<file path="src/design/bfha_pkg.sv">
// ----------------------------------------------------------------------------
// bfha_pkg
// Shared types, sizes and codes of the best-fit heap allocator.
// ----------------------------------------------------------------------------
package bfha_pkg;

   localparam int ARENA_BITS = 20;
   localparam int FREE_SLOTS = 16;
   localparam int USED_SLOTS = 16;

   localparam int FIDX_W  = $clog2(FREE_SLOTS);
   localparam int FCNT_W  = $clog2(FREE_SLOTS + 1);
   localparam int UIDX_W  = $clog2(USED_SLOTS);
   localparam int UCNT_W  = $clog2(USED_SLOTS + 1);
   localparam int VAL_W   = ARENA_BITS + 1;
   localparam int CHUNK_W = 21;
   localparam int HDR_W   = 7;
   localparam int LIMIT_W = 21;
   localparam int SIZE_W  = 20;
   localparam int ADDR_W  = 20;
   localparam int SUM_W   = ((VAL_W > CHUNK_W) ? VAL_W : CHUNK_W) + 3;
   localparam int PADDR_W = 4;
   localparam int PDATA_W = 32;

   localparam logic [CHUNK_W-1:0] CHUNK_RESET  = CHUNK_W'(8192);
   localparam logic [HDR_W-1:0]   HDR_RESET    = HDR_W'(16);
   localparam logic [LIMIT_W-1:0] LIMIT_RESET  = LIMIT_W'(1048576);

   typedef enum logic [1:0] {
      REG_CHUNK_SIZE  = 2'd0,
      REG_HEADER_SIZE = 2'd1,
      REG_ARENA_LIMIT = 2'd2
   } reg_index_type;

   typedef enum logic {
      CMD_ALLOC = 1'b0,
      CMD_FREE  = 1'b1
   } command_type;

   typedef enum logic [2:0] {
      ST_OK        = 3'd0,
      ST_TOO_LARGE = 3'd1,
      ST_OOM       = 3'd2,
      ST_NULL      = 3'd3,
      ST_FULL      = 3'd4,
      ST_UNKNOWN   = 3'd5
   } status_type;

   typedef enum logic [3:0] {
      S_IDLE,
      S_CHECK,
      S_FIT,
      S_GROW,
      S_MERGE,
      S_INS_POS,
      S_INS_SHIFT,
      S_PLACE,
      S_REM_SHIFT,
      S_USED_ADD,
      S_FREE_FIND,
      S_FREE_SCAN,
      S_FREE_JOIN,
      S_USED_READ,
      S_USED_MOVE,
      S_DONE
   } state_type;

   typedef struct packed {
      logic              command;
      logic [SIZE_W-1:0] request_size;
      logic [ADDR_W-1:0] user_address;
   } req_type;

   typedef struct packed {
      logic [ADDR_W-1:0] granted_address;
      logic [2:0]        status;
   } rsp_type;

   typedef struct packed {
      logic [CHUNK_W-1:0] chunk_size;
      logic [HDR_W-1:0]   header_size;
      logic [LIMIT_W-1:0] arena_limit;
   } cfg_type;

endpackage

</file>
<file path="src/design/bfha_csr.sv">
// ----------------------------------------------------------------------------
// bfha_csr
// APB-style register file holding chunk size, header size and arena limit.
// ----------------------------------------------------------------------------
module bfha_csr (
   input  logic                         clock,
   input  logic                         reset,
   input  logic                         psel,
   input  logic                         penable,
   input  logic                         pwrite,
   input  logic [bfha_pkg::PADDR_W-1:0] paddr,
   input  logic [bfha_pkg::PDATA_W-1:0] pwdata,
   output logic [bfha_pkg::PDATA_W-1:0] prdata,
   output logic                         pready,
   output bfha_pkg::cfg_type            cfg
);
   import bfha_pkg::*;

   cfg_type       cfg_ff, cfg_in;
   reg_index_type index;
   logic          wr_en;

   assign index  = reg_index_type'(paddr[3:2]);
   assign wr_en  = psel & penable & pwrite;
   assign pready = 1'b1;
   assign cfg    = cfg_ff;

   always_comb begin
      cfg_in = cfg_ff;
      if (wr_en) begin
         case (index)
            REG_CHUNK_SIZE:  cfg_in.chunk_size  = pwdata[CHUNK_W-1:0];
            REG_HEADER_SIZE: cfg_in.header_size = pwdata[HDR_W-1:0];
            REG_ARENA_LIMIT: cfg_in.arena_limit = pwdata[LIMIT_W-1:0];
            default:         cfg_in = cfg_ff;
         endcase
      end
   end

   always_comb begin
      case (index)
         REG_CHUNK_SIZE:  prdata = PDATA_W'(cfg_ff.chunk_size);
         REG_HEADER_SIZE: prdata = PDATA_W'(cfg_ff.header_size);
         REG_ARENA_LIMIT: prdata = PDATA_W'(cfg_ff.arena_limit);
         default:         prdata = '0;
      endcase
   end

   always_ff @(posedge clock) begin
      if (reset) begin
         cfg_ff.chunk_size  <= CHUNK_RESET;
         cfg_ff.header_size <= HDR_RESET;
         cfg_ff.arena_limit <= LIMIT_RESET;
      end else begin
         cfg_ff <= cfg_in;
      end
   end

endmodule

</file>
<file path="src/design/bfha_engine.sv">
// ----------------------------------------------------------------------------
// bfha_engine
// Sequencer over the free and used tables: one entry read and one written
// per cycle, with one shared set of adders and comparators.
// ----------------------------------------------------------------------------
module bfha_engine (
   input  logic              clock,
   input  logic              reset,
   input  bfha_pkg::cfg_type cfg,
   input  logic              req_valid,
   output logic              req_ready,
   input  bfha_pkg::req_type req,
   input  logic              out_busy,
   output logic              done,
   output bfha_pkg::rsp_type rsp
);
   import bfha_pkg::*;

   state_type state_ff, state_in;

   logic [VAL_W-1:0] fs_ff [FREE_SLOTS];
   logic [VAL_W-1:0] fl_ff [FREE_SLOTS];
   logic [VAL_W-1:0] us_ff [USED_SLOTS];
   logic [VAL_W-1:0] ul_ff [USED_SLOTS];

   logic [FCNT_W-1:0] free_cnt_ff, free_cnt_in, idx_ff, idx_in;
   logic [UCNT_W-1:0] used_cnt_ff, used_cnt_in, uidx_ff, uidx_in;
   logic [FIDX_W-1:0] best_ff, best_in, left_ff, left_in, right_ff, right_in;
   logic [FIDX_W-1:0] ins_pos_ff, ins_pos_in;
   logic              best_found_ff, best_found_in, lf_ff, lf_in, rf_ff, rf_in;
   logic [VAL_W-1:0]  best_len_ff, best_len_in, rlen_ff, rlen_in;
   logic [VAL_W-1:0]  blk_start_ff, blk_start_in, blk_len_ff, blk_len_in;
   logic [VAL_W-1:0]  ins_start_ff, ins_start_in, ins_len_ff, ins_len_in;
   logic [VAL_W-1:0]  break_ff, break_in;
   logic              cmd_ff, cmd_in;
   logic [SIZE_W-1:0] size_ff, size_in;
   logic [ADDR_W-1:0] addr_ff, addr_in;
   logic [ADDR_W-1:0] grant_ff, grant_in;
   status_type        status_ff, status_in;

   // table write port
   logic              fw_s_en, fw_l_en, uw_en;
   logic [FIDX_W-1:0] fw_idx;
   logic [VAL_W-1:0]  fw_start, fw_len;
   logic [UIDX_W-1:0] uw_idx;
   logic [VAL_W-1:0]  uw_start, uw_len;

   // table read port
   logic [FIDX_W-1:0] frd_idx;
   logic [UIDX_W-1:0] urd_idx;
   logic [VAL_W-1:0]  f_start, f_len, u_start, u_len;

   logic [SUM_W-1:0] hdr_s, size_s, chunk_s, break_s, limit_s, cap_s;
   logic [SUM_W-1:0] f_start_s, f_len_s, f_end_s, blk_start_s, blk_end_s;
   logic scan_end, exact, larger, too_large, oom, merge_hit, ins_here, split;
   logic rem_end, used_full, free_full, u_end, u_hit, left_hit, right_hit;

   always_comb begin
      case (state_ff)
         S_INS_SHIFT: frd_idx = FIDX_W'(idx_ff - 1'b1);
         S_REM_SHIFT: frd_idx = FIDX_W'(idx_ff + 1'b1);
         S_PLACE:     frd_idx = best_ff;
         S_FREE_JOIN: frd_idx = left_ff;
         default:     frd_idx = idx_ff[FIDX_W-1:0];
      endcase
   end

   assign urd_idx = (state_ff == S_USED_READ) ? UIDX_W'(used_cnt_ff - 1'b1)
                                              : uidx_ff[UIDX_W-1:0];
   assign f_start = fs_ff[frd_idx];
   assign f_len   = fl_ff[frd_idx];
   assign u_start = us_ff[urd_idx];
   assign u_len   = ul_ff[urd_idx];

   assign hdr_s       = SUM_W'(cfg.header_size);
   assign size_s      = SUM_W'(size_ff);
   assign chunk_s     = SUM_W'(cfg.chunk_size);
   assign break_s     = SUM_W'(break_ff);
   assign cap_s       = SUM_W'(1) << ARENA_BITS;
   assign limit_s     = (SUM_W'(cfg.arena_limit) > cap_s) ? cap_s : SUM_W'(cfg.arena_limit);
   assign f_start_s   = SUM_W'(f_start);
   assign f_len_s     = SUM_W'(f_len);
   assign f_end_s     = f_start_s + hdr_s + f_len_s;
   assign blk_start_s = SUM_W'(blk_start_ff);
   assign blk_end_s   = blk_start_s + hdr_s + SUM_W'(blk_len_ff);

   assign scan_end  = (idx_ff == free_cnt_ff);
   assign exact     = (f_len_s == size_s);
   assign larger    = (f_len_s > size_s) && (!best_found_ff || (f_len < best_len_ff));
   assign too_large = (size_s + hdr_s) > chunk_s;
   assign oom       = (break_s + chunk_s) > limit_s;
   assign merge_hit = (f_end_s == break_s);
   assign ins_here  = scan_end || !(f_start < ins_start_ff);
   assign split     = f_len_s >= (size_s + hdr_s + SUM_W'(1));
   assign rem_end   = ((FCNT_W+1)'(idx_ff) + 1'b1) >= (FCNT_W+1)'(free_cnt_ff);
   assign used_full = (used_cnt_ff == UCNT_W'(USED_SLOTS));
   assign free_full = (free_cnt_ff == FCNT_W'(FREE_SLOTS));
   assign u_end     = (uidx_ff == used_cnt_ff);
   assign u_hit     = (SUM_W'(u_start) + hdr_s) == SUM_W'(addr_ff);
   assign left_hit  = (f_end_s == blk_start_s);
   assign right_hit = (f_start_s == blk_end_s);

   // next state
   always_comb begin
      state_in = state_ff;
      case (state_ff)
         S_IDLE:      if (req_valid) state_in = S_CHECK;
         S_CHECK: begin
            if (cmd_ff == CMD_ALLOC) begin
               if (too_large || size_ff == '0 || used_full) state_in = S_DONE;
               else state_in = S_FIT;
            end else begin
               state_in = (addr_ff == '0) ? S_DONE : S_FREE_FIND;
            end
         end
         S_FIT: begin
            if (scan_end) state_in = best_found_ff ? S_PLACE : S_GROW;
            else if (exact) state_in = S_PLACE;
         end
         S_GROW:      state_in = oom ? S_DONE : S_MERGE;
         S_MERGE: begin
            if (scan_end) state_in = free_full ? S_DONE : S_INS_POS;
            else if (merge_hit) state_in = S_FIT;
         end
         S_INS_POS:   if (ins_here) state_in = S_INS_SHIFT;
         S_INS_SHIFT: begin
            if (idx_ff == FCNT_W'(ins_pos_ff))
               state_in = (cmd_ff == CMD_ALLOC) ? S_FIT : S_USED_READ;
         end
         S_PLACE:     state_in = split ? S_USED_ADD : S_REM_SHIFT;
         S_REM_SHIFT: begin
            if (rem_end) state_in = (cmd_ff == CMD_ALLOC) ? S_USED_ADD : S_USED_READ;
         end
         S_USED_ADD:  state_in = S_DONE;
         S_FREE_FIND: begin
            if (u_end) state_in = S_DONE;
            else if (u_hit) state_in = S_FREE_SCAN;
         end
         S_FREE_SCAN: if (scan_end) state_in = S_FREE_JOIN;
         S_FREE_JOIN: begin
            if (lf_ff && rf_ff) state_in = S_REM_SHIFT;
            else if (lf_ff || rf_ff) state_in = S_USED_READ;
            else state_in = free_full ? S_DONE : S_INS_POS;
         end
         S_USED_READ: state_in = S_USED_MOVE;
         S_USED_MOVE: state_in = S_DONE;
         S_DONE:      if (!out_busy) state_in = S_IDLE;
         default:     state_in = S_IDLE;
      endcase
   end

   // datapath
   always_comb begin
      free_cnt_in   = free_cnt_ff;
      used_cnt_in   = used_cnt_ff;
      idx_in        = idx_ff;
      uidx_in       = uidx_ff;
      best_in       = best_ff;
      best_found_in = best_found_ff;
      best_len_in   = best_len_ff;
      left_in       = left_ff;
      right_in      = right_ff;
      lf_in         = lf_ff;
      rf_in         = rf_ff;
      rlen_in       = rlen_ff;
      ins_pos_in    = ins_pos_ff;
      ins_start_in  = ins_start_ff;
      ins_len_in    = ins_len_ff;
      blk_start_in  = blk_start_ff;
      blk_len_in    = blk_len_ff;
      break_in      = break_ff;
      cmd_in        = cmd_ff;
      size_in       = size_ff;
      addr_in       = addr_ff;
      grant_in      = grant_ff;
      status_in     = status_ff;
      fw_s_en       = 1'b0;
      fw_l_en       = 1'b0;
      fw_idx        = frd_idx;
      fw_start      = f_start;
      fw_len        = f_len;
      uw_en         = 1'b0;
      uw_idx        = used_cnt_ff[UIDX_W-1:0];
      uw_start      = blk_start_ff;
      uw_len        = blk_len_ff;
      req_ready     = (state_ff == S_IDLE);
      done          = (state_ff == S_DONE) && !out_busy;
      case (state_ff)
         S_IDLE: begin
            cmd_in    = req.command;
            size_in   = req.request_size;
            addr_in   = req.user_address;
            grant_in  = '0;
            status_in = ST_OK;
            idx_in    = '0;
            uidx_in   = '0;
            best_found_in = 1'b0;
            lf_in     = 1'b0;
            rf_in     = 1'b0;
         end
         S_CHECK: begin
            if (cmd_ff == CMD_ALLOC) begin
               if (too_large) status_in = ST_TOO_LARGE;
               else if (size_ff == '0) status_in = ST_NULL;
               else if (used_full) status_in = ST_FULL;
            end else if (addr_ff == '0) begin
               status_in = ST_NULL;
            end
         end
         S_FIT: begin
            if (!scan_end) begin
               if (exact) begin
                  best_in = idx_ff[FIDX_W-1:0];
                  best_found_in = 1'b1;
               end else if (larger) begin
                  best_in = idx_ff[FIDX_W-1:0];
                  best_len_in = f_len;
                  best_found_in = 1'b1;
               end
               idx_in = idx_ff + 1'b1;
            end
         end
         S_GROW: begin
            idx_in = '0;
            if (oom) status_in = ST_OOM;
         end
         S_MERGE: begin
            if (scan_end) begin
               if (free_full) begin
                  status_in = ST_FULL;
               end else begin
                  ins_start_in = break_ff;
                  ins_len_in   = VAL_W'(chunk_s - hdr_s);
                  break_in     = VAL_W'(break_s + chunk_s);
                  idx_in       = '0;
               end
            end else if (merge_hit) begin
               fw_l_en  = 1'b1;
               fw_len   = VAL_W'(f_len_s + chunk_s);
               break_in = VAL_W'(break_s + chunk_s);
               idx_in   = '0;
               best_found_in = 1'b0;
            end else begin
               idx_in = idx_ff + 1'b1;
            end
         end
         S_INS_POS: begin
            if (ins_here) begin
               ins_pos_in = idx_ff[FIDX_W-1:0];
               idx_in     = free_cnt_ff;
            end else begin
               idx_in = idx_ff + 1'b1;
            end
         end
         S_INS_SHIFT: begin
            fw_s_en = 1'b1;
            fw_l_en = 1'b1;
            fw_idx  = idx_ff[FIDX_W-1:0];
            if (idx_ff == FCNT_W'(ins_pos_ff)) begin
               fw_start      = ins_start_ff;
               fw_len        = ins_len_ff;
               free_cnt_in   = free_cnt_ff + 1'b1;
               idx_in        = '0;
               best_found_in = 1'b0;
            end else begin
               idx_in = idx_ff - 1'b1;
            end
         end
         S_PLACE: begin
            if (split) begin
               blk_start_in = VAL_W'(f_start_s + f_len_s - size_s);
               blk_len_in   = VAL_W'(size_s);
               fw_l_en      = 1'b1;
               fw_len       = VAL_W'(f_len_s - hdr_s - size_s);
            end else begin
               blk_start_in = f_start;
               blk_len_in   = f_len;
               idx_in       = FCNT_W'(best_ff);
            end
         end
         S_REM_SHIFT: begin
            if (rem_end) begin
               free_cnt_in = free_cnt_ff - 1'b1;
            end else begin
               fw_s_en = 1'b1;
               fw_l_en = 1'b1;
               fw_idx  = idx_ff[FIDX_W-1:0];
               idx_in  = idx_ff + 1'b1;
            end
         end
         S_USED_ADD: begin
            uw_en       = 1'b1;
            used_cnt_in = used_cnt_ff + 1'b1;
            grant_in    = ADDR_W'(blk_start_s + hdr_s);
            status_in   = ST_OK;
         end
         S_FREE_FIND: begin
            if (u_end) begin
               status_in = ST_UNKNOWN;
            end else if (u_hit) begin
               blk_start_in = u_start;
               blk_len_in   = u_len;
               idx_in       = '0;
            end else begin
               uidx_in = uidx_ff + 1'b1;
            end
         end
         S_FREE_SCAN: begin
            if (!scan_end) begin
               if (left_hit) begin
                  left_in = idx_ff[FIDX_W-1:0];
                  lf_in   = 1'b1;
               end
               if (right_hit) begin
                  right_in = idx_ff[FIDX_W-1:0];
                  rf_in    = 1'b1;
                  rlen_in  = f_len;
               end
               idx_in = idx_ff + 1'b1;
            end
         end
         S_FREE_JOIN: begin
            if (lf_ff && rf_ff) begin
               fw_l_en = 1'b1;
               fw_len  = VAL_W'(f_len_s + hdr_s + SUM_W'(blk_len_ff) + hdr_s
                                + SUM_W'(rlen_ff));
               idx_in  = FCNT_W'(right_ff);
            end else if (lf_ff) begin
               fw_l_en = 1'b1;
               fw_len  = VAL_W'(f_len_s + hdr_s + SUM_W'(blk_len_ff));
            end else if (rf_ff) begin
               fw_s_en  = 1'b1;
               fw_l_en  = 1'b1;
               fw_idx   = right_ff;
               fw_start = blk_start_ff;
               fw_len   = VAL_W'(SUM_W'(rlen_ff) + hdr_s + SUM_W'(blk_len_ff));
            end else if (free_full) begin
               status_in = ST_FULL;
            end else begin
               ins_start_in = blk_start_ff;
               ins_len_in   = blk_len_ff;
               idx_in       = '0;
            end
         end
         S_USED_READ: begin
            used_cnt_in  = used_cnt_ff - 1'b1;
            blk_start_in = u_start;
            blk_len_in   = u_len;
         end
         S_USED_MOVE: begin
            uw_en     = 1'b1;
            uw_idx    = uidx_ff[UIDX_W-1:0];
            status_in = ST_OK;
            grant_in  = '0;
         end
         default: begin
            status_in = status_ff;
         end
      endcase
   end

   assign rsp.granted_address = grant_ff;
   assign rsp.status          = status_ff;

   always_ff @(posedge clock) begin
      if (fw_s_en) fs_ff[fw_idx] <= fw_start;
      if (fw_l_en) fl_ff[fw_idx] <= fw_len;
      if (uw_en) begin
         us_ff[uw_idx] <= uw_start;
         ul_ff[uw_idx] <= uw_len;
      end
   end

   always_ff @(posedge clock) begin
      if (reset) begin
         state_ff    <= S_IDLE;
         free_cnt_ff <= '0;
         used_cnt_ff <= '0;
         break_ff    <= '0;
      end else begin
         state_ff    <= state_in;
         free_cnt_ff <= free_cnt_in;
         used_cnt_ff <= used_cnt_in;
         break_ff    <= break_in;
      end
   end

   always_ff @(posedge clock) begin
      idx_ff        <= idx_in;
      uidx_ff       <= uidx_in;
      best_ff       <= best_in;
      best_found_ff <= best_found_in;
      best_len_ff   <= best_len_in;
      left_ff       <= left_in;
      right_ff      <= right_in;
      lf_ff         <= lf_in;
      rf_ff         <= rf_in;
      rlen_ff       <= rlen_in;
      ins_pos_ff    <= ins_pos_in;
      ins_start_ff  <= ins_start_in;
      ins_len_ff    <= ins_len_in;
      blk_start_ff  <= blk_start_in;
      blk_len_ff    <= blk_len_in;
      cmd_ff        <= cmd_in;
      size_ff       <= size_in;
      addr_ff       <= addr_in;
      grant_ff      <= grant_in;
      status_ff     <= status_in;
   end

endmodule

</file>
<file path="src/design/best_fit_heap_allocator_core.sv">
// ----------------------------------------------------------------------------
// best_fit_heap_allocator_core
// Best-fit allocator over a byte arena with free-block coalescing.
// ----------------------------------------------------------------------------
//   channel  direction  handshake                 payload
//   req      in         req_valid / req_ready     req_data (bfha_pkg::req_type)
//   rsp      out        rsp_valid / rsp_ready     rsp_data (bfha_pkg::rsp_type)
//   csr      in/out     psel penable pwrite pready paddr pwdata prdata
//
// one transaction at a time, carried out by the table scans and entry shifts of
// the sequencer, one table entry per cycle
// synchronous reset empties both tables and clears the break, no clearing pass
// a result waits in the output register; the next transaction is taken then
// ----------------------------------------------------------------------------
module best_fit_heap_allocator_core (
   input  logic                         clock,
   input  logic                         reset,
   input  logic                         req_valid,
   output logic                         req_ready,
   input  bfha_pkg::req_type            req_data,
   output logic                         rsp_valid,
   input  logic                         rsp_ready,
   output bfha_pkg::rsp_type            rsp_data,
   input  logic                         psel,
   input  logic                         penable,
   input  logic                         pwrite,
   input  logic [bfha_pkg::PADDR_W-1:0] paddr,
   input  logic [bfha_pkg::PDATA_W-1:0] pwdata,
   output logic [bfha_pkg::PDATA_W-1:0] prdata,
   output logic                         pready
);
   import bfha_pkg::*;

   cfg_type cfg;
   rsp_type eng_rsp, rsp_ff, rsp_in;
   logic    eng_done, rsp_valid_ff, rsp_valid_in;

   bfha_csr u_csr (
      .clock   (clock),
      .reset   (reset),
      .psel    (psel),
      .penable (penable),
      .pwrite  (pwrite),
      .paddr   (paddr),
      .pwdata  (pwdata),
      .prdata  (prdata),
      .pready  (pready),
      .cfg     (cfg)
   );

   bfha_engine u_engine (
      .clock     (clock),
      .reset     (reset),
      .cfg       (cfg),
      .req_valid (req_valid),
      .req_ready (req_ready),
      .req       (req_data),
      .out_busy  (rsp_valid_ff),
      .done      (eng_done),
      .rsp       (eng_rsp)
   );

   always_comb begin
      rsp_valid_in = rsp_valid_ff;
      rsp_in       = rsp_ff;
      if (rsp_valid_ff && rsp_ready) rsp_valid_in = 1'b0;
      if (eng_done) begin
         rsp_valid_in = 1'b1;
         rsp_in       = eng_rsp;
      end
   end

   always_ff @(posedge clock) begin
      if (reset) begin
         rsp_valid_ff <= 1'b0;
      end else begin
         rsp_valid_ff <= rsp_valid_in;
      end
   end

   always_ff @(posedge clock) begin
      rsp_ff <= rsp_in;
   end

   assign rsp_valid = rsp_valid_ff;
   assign rsp_data  = rsp_ff;

endmodule

</file>
<file path="config.mk">
export PLATFORM = sky130hd
export DESIGN_NAME = best_fit_heap_allocator_core
export DESIGN_NICKNAME = d
export VERILOG_FILES = /design/src/design/bfha_pkg.sv /design/src/design/bfha_csr.sv /design/src/design/bfha_engine.sv /design/src/design/best_fit_heap_allocator_core.sv
export SDC_FILE = /design/constraint.sdc
export NUM_CORES = 2
export LEC_CHECK = 0
export ABC_CLOCK_PERIOD_IN_PS = 27900
export BUFFER_PORTS_ARGS = -buffer_cell sky130_fd_sc_hd__buf_2
export CAP_MARGIN = 20
export CELL_PAD_IN_SITES_DETAIL_PLACEMENT = 2
export CELL_PAD_IN_SITES_GLOBAL_PLACEMENT = 2
export CORE_MARGIN = 8
export CORE_UTILIZATION = 48
export CTS_BUF_LIST = sky130_fd_sc_hd__clkbuf_4 sky130_fd_sc_hd__clkbuf_8
export DETAILED_ROUTE_END_ITERATION = 10
export GPL_TIMING_DRIVEN = 0
export HOLD_SLACK_MARGIN = 0.06
export PLACE_DENSITY_LB_ADDON = 0.1
export REMOVE_ABC_BUFFERS = 1
export SETUP_SLACK_MARGIN = 0.4
export SLEW_MARGIN = 20
export SYNTH_ARGS = -nofsm -noshare
export SYNTH_HDL_FRONTEND = slang
export SYNTH_SLANG_ARGS = --single-unit
</file>
<file path="constraint.sdc">
create_clock -name clock -period 27.9 [get_ports clock]
set_input_delay 1.395 -clock clock [delete_from_list [all_inputs] [get_ports clock]]
set_output_delay 1.395 -clock clock [all_outputs]
set_load 0.1 [all_outputs]
</file>
==> reports/results.ini, run 1 <==
[status]
status=stopped before the end
error=[ERROR DPL-0033] detailed placement checks failed during check placement.
flow.stopped_at=detailed placement

[synthesis]
synth_area_leaders=edfxtp_1 (54%), nand2_1 (6.3%), ha_1 (5.8%)
synth_top_area_share_pct=54.4
ys_warn_count=0
synth-main-ff-cell=edfxtp_1
synth.most_common_cell=edfxtp_1
async_flop_share_pct=0
synth.cell_area_sq_um=87500
synth_commonest_cells=edfxtp_1 (1586), nand2_1 (1476), nor2_1 (412)
synth_cells=7863
synth-seq-cells=1671
synth-seq-area-share_pct=56.4
synth_cell_type_count=114
synth_area_per_cell_sq_um=11.1
synth_edf_count=1586
synth.largest_area_cell=edfxtp_1

[placement]
io_buffers=116
gp_congestion=0.978
post-dp-hpwl_microns=292000

[floorplan]
rows=156
fp.dieH_microns=443
start_util_pct=48.3
ios=142
dieWidth_microns=443

## per-stage QoR
stage | hold slack, ns | setup WS (ns) | cells
2_1_floorplan | 0.400 | 10.90 | 7449
3_3_place_gp | 0.411 | -8.76 | 9935
## cell families after synthesis
kind of cell	count (synthesis)	share of synthesized area, %
AO/OA/AOI/OAI	1503	11.4
XOR/XNOR	356	3.64
adder cells (fa/ha/maj)	469	7.22
buffers and inverters	749	3.56
flip-flops	1671	56.4
multiplexers	211	2.94
other	2	0.00858
AND/OR/NAND/NOR	2902	14.9
==> run 2: changes to the inputs <==
--- a/config.mk
+++ b/config.mk
@@ -8,17 +8,12 @@
 export ABC_CLOCK_PERIOD_IN_PS = 27900
 export BUFFER_PORTS_ARGS = -buffer_cell sky130_fd_sc_hd__buf_2
 export CAP_MARGIN = 20
-export CELL_PAD_IN_SITES_DETAIL_PLACEMENT = 2
-export CELL_PAD_IN_SITES_GLOBAL_PLACEMENT = 2
 export CORE_MARGIN = 8
-export CORE_UTILIZATION = 48
-export CTS_BUF_LIST = sky130_fd_sc_hd__clkbuf_4 sky130_fd_sc_hd__clkbuf_8
+export CORE_UTILIZATION = 40
 export DETAILED_ROUTE_END_ITERATION = 10
 export GPL_TIMING_DRIVEN = 0
-export HOLD_SLACK_MARGIN = 0.06
-export PLACE_DENSITY_LB_ADDON = 0.1
+export PLACE_DENSITY_LB_ADDON = 0.15
 export REMOVE_ABC_BUFFERS = 1
-export SETUP_SLACK_MARGIN = 0.4
 export SLEW_MARGIN = 20
 export SYNTH_ARGS = -nofsm -noshare
 export SYNTH_HDL_FRONTEND = slang
==> reports/results.ini, run 2 <==
[critical_path]
critPathMaxStageDelay_ns=0.97
end_kind=register
crit_end=u_engine.fl_ff[2][14]
arrival_ns=14.22
worstSetupStartpointType=register
reg2reg_depth=40
crit_slowest_cell=dfxtp_2
regToRegSetupSlack_ns=14.22
r2r-start=u_engine.state_ff[2]
required_ns=28.44
crit_start=u_engine.state_ff[2]
rr_endpoint=u_engine.fl_ff[2][14]
worstPathMaxFanout=44
path_class=reg -> reg

[synthesis]
synth_area_leaders=edfxtp_1 (54%), nand2_1 (6.3%), ha_1 (5.8%)
synth_commonest_cells=edfxtp_1 (1586), nand2_1 (1476), nor2_1 (412)
async_flop_share_pct=0
synth_cells=7863
synth-seq-cells=1671
synth-seq-area-share_pct=56.4
ys_warn_count=0
synth-main-ff-cell=edfxtp_1
synth_edf_count=1586
synth.cell_area_sq_um=87500
synth.most_common_cell=edfxtp_1
synth_area_per_cell_sq_um=11.1
synth_top_area_share_pct=54.4
synth_cell_type_count=114
synth.largest_area_cell=edfxtp_1

[timing]
hold_viol=0
setup_ws_ns=14.22
slew-limit-headroom_pct=16.2
tightestPinTransition_ns=1.22
post-route-min-period_ns=13.68
min_period_over_period_pct=49.0
slew_violations=0
max_freq_mhz=73.1
setup_viol=0
fin_skew_ns=0.0414
holdWs_ns=0.407
rsz0062_at_grt=false

[cts]
path_clk_slew_ns=0.06
postCtsResizedCells=0
cts_root_buffer=clkbuf_16
cts_htree_levels=4
cts_tree=done
holdBufCountCts=0
clk_latency_ns=0.87
clkSinkCount=1671
clock_path_buffers=3
cts_setup_buffers=0
numCtsBuffers=181

[floorplan]
fp.dieH_microns=484
rows=171
die_area_sq_um=234000
dieWidth_microns=484
start_util_pct=40.2
core_sq_um=217000
ios=142

[global_route]
antenna_found_initial=7
use_met1_pct=34.0
grt_max_degree=55
globalRouteMet3Util_pct=3.92
grt_busiest_layer=met2
grt_pass1_wl_microns=437000
use_met2_pct=40.1
grt_usage_pct=25.0
grt_overflow=0
grt_pass1_vias=62000

[layout]
mostFrequentLayoutCell=edfxtp_1
nFillCells=19600
drive_above_1_share_pct=10.6
seqCellArea_sq_um=49300
fin_nets=8571
area_delta_synth_final_pct=16.7
stdcell_count=11000
layout_common_cells=edfxtp_1 (1586), nand2_1 (1473), ha_1 (409)
multiInputGateArea_sq_um=36000
utilization_pct=47.0

[status]
violations=antenna rules
status=finished with violations

[hold_path]
worstHoldPathType=reg -> reg

[route]
vias=64400
avgRoutedWirePerCell_microns=27.6
viasPerCell=5.84
first_pass_iters=6
wl_microns=304000
drt_iter0_markers=7097
postRouteAntennaNets=1
drc=0

[placement]
dp.cells=10700
preCtsSetupSlack_ns=14.61
post-dp-hpwl_microns=218000
io_buffers=116
gp_congestion=0.941

[flow_run]
drv_cap=0

[run 2: cells by family (layout without fill, tap and decap cells)]
group | count (synthesis) | in the layout | share of synthesized area [%]
AO/OA/AOI/OAI | 1503 | 1503 | 11.4
XOR/XNOR | 356 | 356 | 3.64
adder cells (fa/ha/maj) | 469 | 469 | 7.22
buffers and inverters | 749 | 1041 | 3.56
flip-flops | 1671 | 1671 | 56.4
multiplexers | 211 | 211 | 2.94
other | 2 | 17 | 0.00858
AND/OR/NAND/NOR | 2902 | 2902 | 14.9
[run 2: routing by layer]
metal | up-vias | routed length [microns]
met5 | - | 13
met4 | 2 | 13900
met3 | 534 | 20400
met2 | 2524 | 140000
met1 | 32200 | 130000
li1 | 29200 | -
[run 2: critical path, delay by kind of cell (launching register included)]
kind | cells | cell delay (ns)
buf+inv | 6 | 1.32
compound gates | 13 | 3.53
flops | 1 | 0.97
simple gates | 17 | 6.39
xor+xnor | 1 | 0.15
fa+ha+maj | 3 | 0.91
[run 2: layout make-up]
| cell class | count | area share [%] |
|---|---|---|
| clock buffers | 232 | 4.63 |
| well taps | 2854 | 3.50 |
| multi-input cells | 5453 | 35.3 |
| diodes | 5 | 0.0123 |
| inverters | 325 | 1.20 |
| flip-flops and latches | 1671 | 48.3 |
| clock inverters | 98 | 0.955 |
| repair buffers | 386 | 6.12 |
[run 2: stage by stage]
| step | TNS [ns] | cell area (sq um) |
|---|---|---|
| 2_1_floorplan | 0 | 85600 |
| 3_3_place_gp | -3723.57 | 89800 |
| 3_5_place_dp | 0 | 96300 |
| 4_1_cts | 0 | 102000 |
| 5_1_grt | 0 | 102000 |
| 6_report | 0 | 102000 |
[run 2: how the worst min path moves through the flow]
stage / endpoint / slack [ns] / cells after the start / start
after floorplan: rsp_data[0] / 0.40 / 0 / u_engine.status_ff[0]
after global placement: rsp_data[22] / 0.41 / 0 / u_engine.grant_ff[19]
after detailed placement: rsp_data[0] / 0.41 / 0 / u_engine.status_ff[0]
after CTS: rsp_data[22] / 0.41 / 0 / u_engine.grant_ff[19]
after global routing: rsp_data[1] / 0.42 / 0 / u_engine.status_ff[1]
final: rsp_data[22] / 0.41 / 0 / u_engine.grant_ff[19]
Power of run 2 is not shown: default switching activity piles up to over one toggle a cycle in this logic, so the estimate is an artifact.
